===== src/rtl/alarm_melody_sequencer_unit_defines.svh =====
// Assertion macros for the alarm melody sequencer unit.
// Included by the top level; expects clk and rst_n in the including scope.
`ifndef ALARM_MELODY_SEQUENCER_UNIT_DEFINES_SVH
`define ALARM_MELODY_SEQUENCER_UNIT_DEFINES_SVH
`ifndef SYNTH
// Implication checked in the same cycle.
`define AMSU_ASSERT_NOW(label, pre, post) \
  label: assert property (@(posedge clk) disable iff (!rst_n) (pre) |-> (post)) \
    else $error("alarm melody sequencer: check failed");
// Implication checked in the following cycle.
`define AMSU_ASSERT_NEXT(label, pre, post) \
  label: assert property (@(posedge clk) disable iff (!rst_n) (pre) |=> (post)) \
    else $error("alarm melody sequencer: check failed");
`else
`define AMSU_ASSERT_NOW(label, pre, post)
`define AMSU_ASSERT_NEXT(label, pre, post)
`endif
`endif


===== src/rtl/amsu_pkg.sv =====
// Package for the alarm melody sequencer: item kinds, register indexes,
// play state type, character constants and the note frequency table.
`default_nettype none

package amsu_pkg;

  localparam int unsigned TEMPO_W = 16;
  localparam int unsigned TONE_W  = 10;
  localparam int unsigned WAIT_W  = 4;
  localparam int unsigned BYTE_W  = 8;
  localparam int unsigned IDX_W   = 6;

  localparam logic [TEMPO_W-1:0] TICK_MAX     = '1;
  localparam logic [TEMPO_W-1:0] TEMPO_RESET  = 16'd100;
  localparam logic [BYTE_W-1:0]  CHAR_ZERO    = 8'h30;
  localparam logic [BYTE_W-1:0]  CHAR_NINE    = 8'h39;

  typedef enum logic [1:0] {
    KIND_TICK  = 2'd0,
    KIND_WRITE = 2'd1,
    KIND_START = 2'd2,
    KIND_STOP  = 2'd3
  } kind_t;

  typedef enum logic [0:0] {
    CFG_TEMPO_MS = 1'b0,
    CFG_ONE_SHOT = 1'b1
  } cfg_idx_t;

  typedef struct packed {
    logic                running;
    logic [TONE_W-1:0]   tone;
    logic [WAIT_W-1:0]   wait_cnt;
    logic [TEMPO_W-1:0]  tick_cnt;
  } play_state_t;

  // Note character to tone frequency; the rest and anything unknown are silent.
  function automatic logic [TONE_W-1:0] note_hz(input logic [BYTE_W-1:0] ch);
    logic [TONE_W-1:0] hz;
    case (ch)
      8'h43:   hz = 10'd262;  // C
      8'h63:   hz = 10'd277;  // c
      8'h44:   hz = 10'd294;  // D
      8'h64:   hz = 10'd311;  // d
      8'h45:   hz = 10'd330;  // E
      8'h46:   hz = 10'd349;  // F
      8'h66:   hz = 10'd370;  // f
      8'h47:   hz = 10'd392;  // G
      8'h67:   hz = 10'd415;  // g
      8'h41:   hz = 10'd440;  // A
      8'h61:   hz = 10'd466;  // a
      8'h42:   hz = 10'd494;  // B
      8'h55:   hz = 10'd524;  // U
      8'h75:   hz = 10'd554;  // u
      8'h56:   hz = 10'd587;  // V
      8'h76:   hz = 10'd622;  // v
      8'h57:   hz = 10'd659;  // W
      8'h77:   hz = 10'd698;  // w
      8'h59:   hz = 10'd740;  // Y
      8'h79:   hz = 10'd784;  // y
      8'h5A:   hz = 10'd831;  // Z
      8'h7A:   hz = 10'd880;  // z
      8'h48:   hz = 10'd932;  // H
      8'h68:   hz = 10'd988;  // h
      default: hz = '0;
    endcase
    return hz;
  endfunction

endpackage

`default_nettype wire


===== src/rtl/amsu_ram.sv =====
// Melody store bank: one write port, one registered read port, write-first.
// Depends on nothing else; instantiated by the top level.
`default_nettype none

module amsu_ram #(
  parameter int unsigned DEPTH = 64,
  parameter int unsigned DW    = 8,
  localparam int unsigned AW   = $clog2(DEPTH)
) (
  input  logic          clk,
  input  logic          we,
  input  logic [AW-1:0] waddr,
  input  logic [DW-1:0] wdata,
  input  logic [AW-1:0] raddr,
  output logic [DW-1:0] rdata
);

  logic [DW-1:0] mem [DEPTH];
  logic [DW-1:0] rdata_r;

  // A write to the address being read is passed straight to the read register.
  always_ff @(posedge clk) begin
    if (we) begin
      mem[waddr] <= wdata;
    end
    if (we && (waddr == raddr)) begin
      rdata_r <= wdata;
    end else begin
      rdata_r <= mem[raddr];
    end
  end

  assign rdata = rdata_r;

endmodule

`default_nettype wire


===== src/rtl/amsu_step.sv =====
// Next-state logic for one item of the alarm melody sequencer.
// Depends on amsu_pkg; instantiated by the top level.
`default_nettype none

module amsu_step #(
  parameter int unsigned MELODY_DEPTH = 64,
  localparam int unsigned AW          = $clog2(MELODY_DEPTH)
) (
  input  logic                                 item_valid,
  input  amsu_pkg::kind_t                      item_kind,
  input  logic [amsu_pkg::TEMPO_W-1:0]         tempo_ms,
  input  logic                                 one_shot,
  input  amsu_pkg::play_state_t                st,
  input  logic [AW-1:0]                        pos,
  input  logic [amsu_pkg::BYTE_W-1:0]          rd_dur,
  input  logic [amsu_pkg::BYTE_W-1:0]          rd_note,
  input  logic [amsu_pkg::BYTE_W-1:0]          rd_end,
  output amsu_pkg::play_state_t                st_nxt,
  output logic [AW-1:0]                        pos_nxt,
  output logic                                 stepped,
  output logic [AW-1:0]                        addr_dur,
  output logic [AW-1:0]                        addr_note,
  output logic [AW-1:0]                        addr_end
);

  import amsu_pkg::*;

  localparam int unsigned SW = AW + 1;
  localparam logic [SW-1:0] DEPTH_S = SW'(MELODY_DEPTH);

  logic [TEMPO_W-1:0] tick_inc;
  logic [BYTE_W-1:0]  dur_diff;
  logic [WAIT_W-1:0]  dur_val;
  logic               end_hit;
  logic [AW-1:0]      pos_p2;

  // Position plus a small step, wrapped into the store.
  function automatic logic [AW-1:0] wrap_add(input logic [AW-1:0] p, input logic [1:0] k);
    logic [SW-1:0] s;
    s = {1'b0, p} + {{(SW-2){1'b0}}, k};
    if (s >= DEPTH_S) begin
      s = s - DEPTH_S;
    end
    return s[AW-1:0];
  endfunction

  assign dur_diff = rd_dur - CHAR_ZERO;
  assign dur_val  = (rd_dur inside {[CHAR_ZERO:CHAR_NINE]}) ? dur_diff[WAIT_W-1:0] : '0;
  assign end_hit  = (rd_end == CHAR_ZERO);
  assign pos_p2   = wrap_add(pos, 2'd2);
  assign tick_inc = (st.tick_cnt == TICK_MAX) ? st.tick_cnt : st.tick_cnt + 16'd1;

  always_comb begin
    st_nxt  = st;
    pos_nxt = pos;
    stepped = 1'b0;
    if (item_valid) begin
      case (item_kind)
        KIND_TICK: begin
          st_nxt.tick_cnt = tick_inc;
          if (tick_inc >= tempo_ms) begin
            stepped         = 1'b1;
            st_nxt.tick_cnt = '0;
            if (!st.running || ((st.wait_cnt == '0) && end_hit && one_shot)) begin
              st_nxt.running  = 1'b0;
              st_nxt.tone     = '0;
              st_nxt.wait_cnt = '0;
              pos_nxt         = '0;
            end else if (st.wait_cnt != '0) begin
              st_nxt.wait_cnt = st.wait_cnt - 4'd1;
            end else begin
              st_nxt.wait_cnt = dur_val;
              st_nxt.tone     = note_hz(rd_note);
              pos_nxt         = end_hit ? '0 : pos_p2;
            end
          end
        end
        KIND_WRITE: begin
        end
        KIND_START: begin
          st_nxt.running = 1'b1;
        end
        KIND_STOP: begin
          st_nxt.running = 1'b0;
        end
        default: begin
        end
      endcase
    end
  end

  // The store banks are read at the position that holds after this item.
  assign addr_dur  = pos_nxt;
  assign addr_note = wrap_add(pos_nxt, 2'd1);
  assign addr_end  = wrap_add(pos_nxt, 2'd2);

endmodule

`default_nettype wire


===== src/rtl/alarm_melody_sequencer_unit.sv =====
// Top level of the alarm melody sequencer: input register, play state,
// configuration registers and melody store. Depends on amsu_pkg, amsu_ram, amsu_step.
`default_nettype none
`include "alarm_melody_sequencer_unit_defines.svh"

// Channel   | Handshake          | Word
// ----------+--------------------+------------------------------------------
// input     | start / busy       | in_kind, in_store_index, in_store_byte
// result    | out_valid strobe   | out_tone_hz, out_playing, out_stepped
// config    | cfg_we             | cfg_index, cfg_wdata
//
// One word is taken in every cycle; busy never rises. A word is first captured in
// the input register; its result is then registered into the play state and the
// result strobe. Three copies of the melody store are read each cycle at the play
// position and the two entries after it, with registered read data. Reset is
// synchronous and active low and clears the play state, the tick count and the
// one-shot flag and loads the reset tempo; the store keeps its contents and needs
// no clearing pass.
// The receiver cannot stall: each result is on the ports for exactly one cycle.

module alarm_melody_sequencer_unit #(
  parameter int unsigned MELODY_DEPTH = 64
) (
  input  logic                               clk,
  input  logic                               rst_n,
  input  logic                               start,
  output logic                               busy,
  input  logic [1:0]                         in_kind,
  input  logic [amsu_pkg::IDX_W-1:0]         in_store_index,
  input  logic [amsu_pkg::BYTE_W-1:0]        in_store_byte,
  output logic                               out_valid,
  output logic [amsu_pkg::TONE_W-1:0]        out_tone_hz,
  output logic                               out_playing,
  output logic                               out_stepped,
  input  logic                               cfg_we,
  input  logic [0:0]                         cfg_index,
  input  logic [amsu_pkg::TEMPO_W-1:0]       cfg_wdata
);

  import amsu_pkg::*;

  localparam int unsigned AW      = $clog2(MELODY_DEPTH);
  localparam int unsigned SW      = AW + 1;
  localparam int unsigned IDX_CNT = 1 << IDX_W;
  localparam logic [SW-1:0] DEPTH_S = SW'(MELODY_DEPTH);

  // Input register: the word accepted at the last edge.
  logic                in_valid_r;
  kind_t               kind_r;
  logic [IDX_W-1:0]    idx_r;
  logic [BYTE_W-1:0]   byte_r;

  // Configuration registers.
  logic [TEMPO_W-1:0]  tempo_r;
  logic                one_shot_r;

  // Play state and result strobe.
  play_state_t         st_r;
  play_state_t         st_nxt;
  logic [AW-1:0]       pos_r;
  logic [AW-1:0]       pos_nxt;
  logic                stepped;
  logic                stepped_r;
  logic                out_valid_r;

  // Store access.
  logic [AW-1:0]       addr_dur;
  logic [AW-1:0]       addr_note;
  logic [AW-1:0]       addr_end;
  logic [BYTE_W-1:0]   rd_dur;
  logic [BYTE_W-1:0]   rd_note;
  logic [BYTE_W-1:0]   rd_end;
  logic                ram_we;
  logic [AW-1:0]       ram_waddr;
  logic [AW-1:0]       wrap_tbl [IDX_CNT];

  assign busy = 1'b0;

  always_ff @(posedge clk) begin
    if (!rst_n) begin
      in_valid_r <= 1'b0;
    end else begin
      in_valid_r <= start && !busy;
    end
  end

  always_ff @(posedge clk) begin
    if (start && !busy) begin
      kind_r <= kind_t'(in_kind);
      idx_r  <= in_store_index;
      byte_r <= in_store_byte;
    end
  end

  always_ff @(posedge clk) begin
    if (!rst_n) begin
      tempo_r    <= TEMPO_RESET;
      one_shot_r <= 1'b0;
    end else if (cfg_we) begin
      case (cfg_idx_t'(cfg_index))
        CFG_TEMPO_MS: begin
          tempo_r <= cfg_wdata;
        end
        CFG_ONE_SHOT: begin
          one_shot_r <= cfg_wdata[0];
        end
        default: begin
        end
      endcase
    end
  end

  // Store address of a write word, wrapped into the store; a constant table
  // built at elaboration, since the write index is only six bits wide.
  for (genvar g = 0; g < IDX_CNT; g++) begin : g_wrap
    assign wrap_tbl[g] = AW'(g % MELODY_DEPTH);
  end

  assign ram_we    = in_valid_r && (kind_r == KIND_WRITE);
  assign ram_waddr = wrap_tbl[idx_r];

  // Three identical copies of the store, one for each entry that a step reads:
  // the duration digit, the note and the byte that may mark the melody end.
  amsu_ram #(
    .DEPTH (MELODY_DEPTH),
    .DW    (BYTE_W)
  ) u_ram_dur (
    .clk   (clk),
    .we    (ram_we),
    .waddr (ram_waddr),
    .wdata (byte_r),
    .raddr (addr_dur),
    .rdata (rd_dur)
  );

  amsu_ram #(
    .DEPTH (MELODY_DEPTH),
    .DW    (BYTE_W)
  ) u_ram_note (
    .clk   (clk),
    .we    (ram_we),
    .waddr (ram_waddr),
    .wdata (byte_r),
    .raddr (addr_note),
    .rdata (rd_note)
  );

  amsu_ram #(
    .DEPTH (MELODY_DEPTH),
    .DW    (BYTE_W)
  ) u_ram_end (
    .clk   (clk),
    .we    (ram_we),
    .waddr (ram_waddr),
    .wdata (byte_r),
    .raddr (addr_end),
    .rdata (rd_end)
  );

  // All the work for the word in the input register happens here, combinationally.
  amsu_step #(
    .MELODY_DEPTH (MELODY_DEPTH)
  ) u_step (
    .item_valid (in_valid_r),
    .item_kind  (kind_r),
    .tempo_ms   (tempo_r),
    .one_shot   (one_shot_r),
    .st         (st_r),
    .pos        (pos_r),
    .rd_dur     (rd_dur),
    .rd_note    (rd_note),
    .rd_end     (rd_end),
    .st_nxt     (st_nxt),
    .pos_nxt    (pos_nxt),
    .stepped    (stepped),
    .addr_dur   (addr_dur),
    .addr_note  (addr_note),
    .addr_end   (addr_end)
  );

  // The play state doubles as the result register for the tone and run flag.
  always_ff @(posedge clk) begin
    if (!rst_n) begin
      st_r        <= '0;
      pos_r       <= '0;
      out_valid_r <= 1'b0;
      stepped_r   <= 1'b0;
    end else begin
      st_r        <= st_nxt;
      pos_r       <= pos_nxt;
      out_valid_r <= in_valid_r;
      stepped_r   <= stepped;
    end
  end

  assign out_valid   = out_valid_r;
  assign out_tone_hz = st_r.tone;
  assign out_playing = st_r.running;
  assign out_stepped = stepped_r;

  // Each result strobe follows a taken word through the input and result registers.
  `AMSU_ASSERT_NOW(a_result_follows_word, out_valid, $past(start && !busy, 2))
  // A completed period that leaves the melody stopped must leave it silent.
  `AMSU_ASSERT_NOW(a_stopped_is_silent, out_valid && out_stepped && !out_playing, out_tone_hz == '0)
  // The wait count moves only on tick words.
  `AMSU_ASSERT_NEXT(a_wait_only_on_tick, !(in_valid_r && (kind_r == KIND_TICK)), $stable(st_r.wait_cnt))
  // The play position always lies inside the store.
  `AMSU_ASSERT_NOW(a_pos_in_store, 1'b1, {1'b0, pos_r} < DEPTH_S)

endmodule

`default_nettype wire


===== config.mk =====
export PLATFORM = sky130hd
export DESIGN_NAME = alarm_melody_sequencer_unit
export DESIGN_NICKNAME = d
export VERILOG_FILES = /design/src/rtl/amsu_pkg.sv /design/src/rtl/amsu_ram.sv /design/src/rtl/amsu_step.sv /design/src/rtl/alarm_melody_sequencer_unit.sv
export VERILOG_INCLUDE_DIRS = /design/src /design/src/rtl
export SDC_FILE = /design/constraint.sdc
export NUM_CORES = 1
export LEC_CHECK = 0
export BUFFER_PORTS_ARGS = -buffer_cell sky130_fd_sc_hd__buf_2
export CAP_MARGIN = 40
export CORE_MARGIN = 10
export CORE_UTILIZATION = 30
export CTS_CLUSTER_SIZE = 14
export DETAILED_ROUTE_END_ITERATION = 8
export SLEW_MARGIN = 20
export SYNTH_ARGS = -nofsm -noshare
export SYNTH_HDL_FRONTEND = slang
export SYNTH_SLANG_ARGS = --single-unit

===== constraint.sdc =====
create_clock -name clk -period 4.39 [get_ports clk]
set_input_delay 0.2195 -clock clk [delete_from_list [all_inputs] [get_ports clk]]
set_output_delay 0.2195 -clock clk [all_outputs]
set_load 0.1 [all_outputs]

==> summary.md <==
| Metric | Value |
|---|---|
| Status | `finished, final reports clean` |
| Final setup viols | `0` |
| EDFF count, synth | `528` |
| Final instance area | `0.0352 mm²` |
| Vias | `21113` |
| Crit end category | `register` |
| IO buf count | `49` |
| DRC viols | `0` |
| DRT iter0 DRCs | `2829` |
| Pleak | `11.5 nW` |
| Hold_ws | `0.124 ns` |
| Async SR Flop Fraction | `0%` |
| Sequential fraction of the synthesis area | `57.8%` |
| YS warnings | `0` |
| Slew margin rel. | `36.9%` |
| FMAX | `241 MHz` |
| Worst-Margin Slew | `0.944 ns` |
| Die Span X | `336 µm` |
| MaxCap Viol Count | `0` |
| Slowest stage delay, CP | `0.88 ns` |
| CP most frequent cell | `a22oi_1` |
| Diode count | `0` |
| Final period util | `94.7%` |
| Mapped Cells | `2089` |
| Period minus WS final | `4.16 ns` |
| Starting Density | `30.3%` |
| Unrepaired setup endpoints after global routing | `yes` |
| Worst setup SP type | `register` |
| Critical Path RT | `4.91 ns` |
| Largest net degree at the start of global routing | `65` |
| Crit-path cells | `inv_2 > mux4_2 > mux2i_1 > a22oi_1 > and4_1 > a21boi_1 > nand2_1 > o22ai_1 > nor4_1 > a22oi_1` |
| Rows | `115` |
| CTS tree | `yes` |
| Syn Area/Cell | `14.4 µm²` |
| First-pass detailed-route iteration total | `6` |
| Vias in the first global route | `20765` |
| Clock-pin transition on the worst setup and hold timing paths | `0.06 ns` |
| Die Area | `0.113 mm²` |
| Grt total ovfl | `0` |
| DP Area | `0.0323 mm²` |
| Mapped Nets | `2147` |
| Clk sinks | `602` |
| Detailed-route wire length | `100 mm` |
| Total global routing track utilization | `17.3%` |
| Dpl hpwl | `71.1 mm` |
| Final Max Slew Viols | `0` |
| Cts bufs inserted | `67` |
| Final number of hold-violating endpoints | `0` |
| GPL Wtd Cong | `0.942` |
| Core Util, Final | `35.6%` |
| Synth cell types | `104` |
| Core Region | `0.0989 mm²` |
| Synth-to-Final Area Change | `17.4%` |
| Via density per instance | `5.84` |
| Clock Latency Late Sink | `0.63 ns` |
| Critical-path maximum fanout | `13` |
| Antenna-violating nets left | `0` |
| First-pass GRT wire length | `147 mm` |
| Crit Path Class | `register to register` |
| Final Skew | `0.0379 ns` |
| Synthesized area | `0.0300 mm²` |
| Pwr dens | `354 mW/mm²` |
| H-Tree Depth | `3` |
| Worst VDD drop | `0.000246 V` |
| Register bit total from synthesis | `602` |
| Worst min-delay path class | `primary input to register` |
| Clock root buffer | `clkbuf_16` |
| Most used flip-flop cell after synthesis | `edfxtp_1` |
| WP data arrival | `4.68 ns` |
| Wire per inst | `27.7 µm` |
| CTS max path bufs | `3` |
| Initial antenna violation count | `2` |
| Share of cells above drive strength 1 | `25.6%` |
| Nets | `2335` |
| CP max-delay cell | `dfxtp_1` |
| # IOs | `51` |
| Vert. Die Dim | `336 µm` |
| Fill count | `9283` |
-- through the flow --
step	setup WS (ns)	std cells	setup TNS, ns	power (mW)
after floorplan	0.0353	2089	0	6.57
after global placement	0.126	3430	0	6.72
after detailed placement	0.0656	3438	0	6.73
after CTS	0.0103	3602	0	12.5
after global routing	-0.0622	3617	-0.0725	12.8
final	0.235	3617	0	12.5
-- routing by layer --
layer | wire length (µm) | vias up | track usage, % | part of all wire (%)
met4 | 4880 | 6 | 8.04 | 4.9
met5 | 38 | - | 0 | 0.038
met3 | 10500 | 255 | 4.16 | 10
met2 | 44600 | 1306 | 26.4 | 44
met1 | 40200 | 10712 | 23.2 | 40
li1 | - | 8834 | - | -
-- what timing repair did --
| item | 4_1_cts | 5_1_grt |
|---|---|---|
| setup endpoints to repair | 0 | 19 |
| endpoints found under the hold margin | 38 | 0 |
| setup buffers | 0 | 5 |
| hold buffers | 42 | 0 |
| gates resized for setup | 0 | 17 |
-- synthesized netlist by cell type (all sizes together), types with 47 or more instances --
master / count / area [µm²]
edfxtp: 528 / 15900
o21ai: 51 / 259
buf: 73 / 515
a21oi: 80 / 400
nand2: 136 / 510
inv: 55 / 206
nor2: 151 / 569
nor3: 47 / 268
clkbuf: 58 / 299
nand3: 50 / 250
mux2i: 52 / 521
mux4: 199 / 4490
dfxtp: 74 / 1480
-- layout by cell type (no fill, tap or decap), drive strengths merged, types with 9 or more instances in the layout --
cell	count
o22ai	12
o21ai	51
nor4	45
or4b	13
nand2	136
o211ai	11
clkbuf	84
dlygate4sd3	42
o221ai	9
dfxtp	74
nor3	47
nand3	50
nor3b	18
nor2	151
or3b	11
or4	22
nand4	11
clkinv	24
nor4bb	22
buf	207
a31oi	19
a211oi	10
inv	57
xnor2	16
and2	12
nor2b	31
o311ai	12
nand3b	22
mux2i	52
or3	9
mux4	199
ha	21
edfxtp	528
nand2b	22
a22oi	40
a21oi	80
-- critical path: cells and delay by family, from the launching register on --
kind	cells	cell delay, ns
compound gates	4	1.39
flops	1	0.88
simple gates	3	0.83
mux	2	0.57
buf+inv	1	0.38
-- where the power goes --
| group | internal, mW | switching [mW] | total [mW] |
|---|---|---|---|
| registers | 6.29 | 0.0337 | 6.32 |
| logic | 0.0858 | 0.235 | 0.321 |
| clock network | 3.49 | 2.35 | 5.84 |
-- cells by family (layout without fill, tap and decap cells) --
logic type               after synthesis  after routing  share of synthesized area [%]
adder cells (fa/ha/maj)               21             21                          0.876
multiplexers                         259            259                           17.0
AND/OR/NAND/NOR                      661            661                           12.3
AO/OA/AOI/OAI                        337            337                           7.99
XOR/XNOR                              21             21                          0.613
other                                  1              1                         0.0125
buffers and inverters                187            428                           3.42
flip-flops                           602            602                           57.8
-- cell type report --
type | count | area [µm²] | area share [%]
sequential | 602 | 17400 | 49.3
clock inverter | 39 | 455 | 1.29
tap | 1287 | 1610 | 4.57
multi-input combinational | 1300 | 11700 | 33.2
inverter | 56 | 210 | 0.597
timing repair buffer | 250 | 2050 | 5.81
clock buffer | 83 | 1850 | 5.25
-- registers in the layout, indices dropped and copies added (netlist names), named ones only --
name	count
tempo_r	16
kind_r	2
in_valid_r	1
out_tone_hz	10
out_stepped	1
pos_r	6
idx_r	6
one_shot_r	1
out_valid	1
st_r	20
byte_r	8
u_ram_end.mem	512
out_playing	1
-- path summary, 6_finish.rpt --
| path | end | depth (start not counted) | start | slack, ns |
|---|---|---|---|---|
| worst min-delay path | tempo_r[13]$_SDFFE_PN0P_ | 4 | cfg_we | 0.12 |
| worst max register to register | out_tone_hz[5]$_SDFFE_PN0P_ | 10 | register | 0.23 |
| worst max-delay path | out_tone_hz[5]$_SDFFE_PN0P_ | 10 | register | 0.23 |
| worst min register to register | out_tone_hz[7]$_SDFFE_PN0P_ | 2 | out_tone_hz[7]$_SDFFE_PN0P_ | 0.45 |
(Power assumes the default switching activity.)
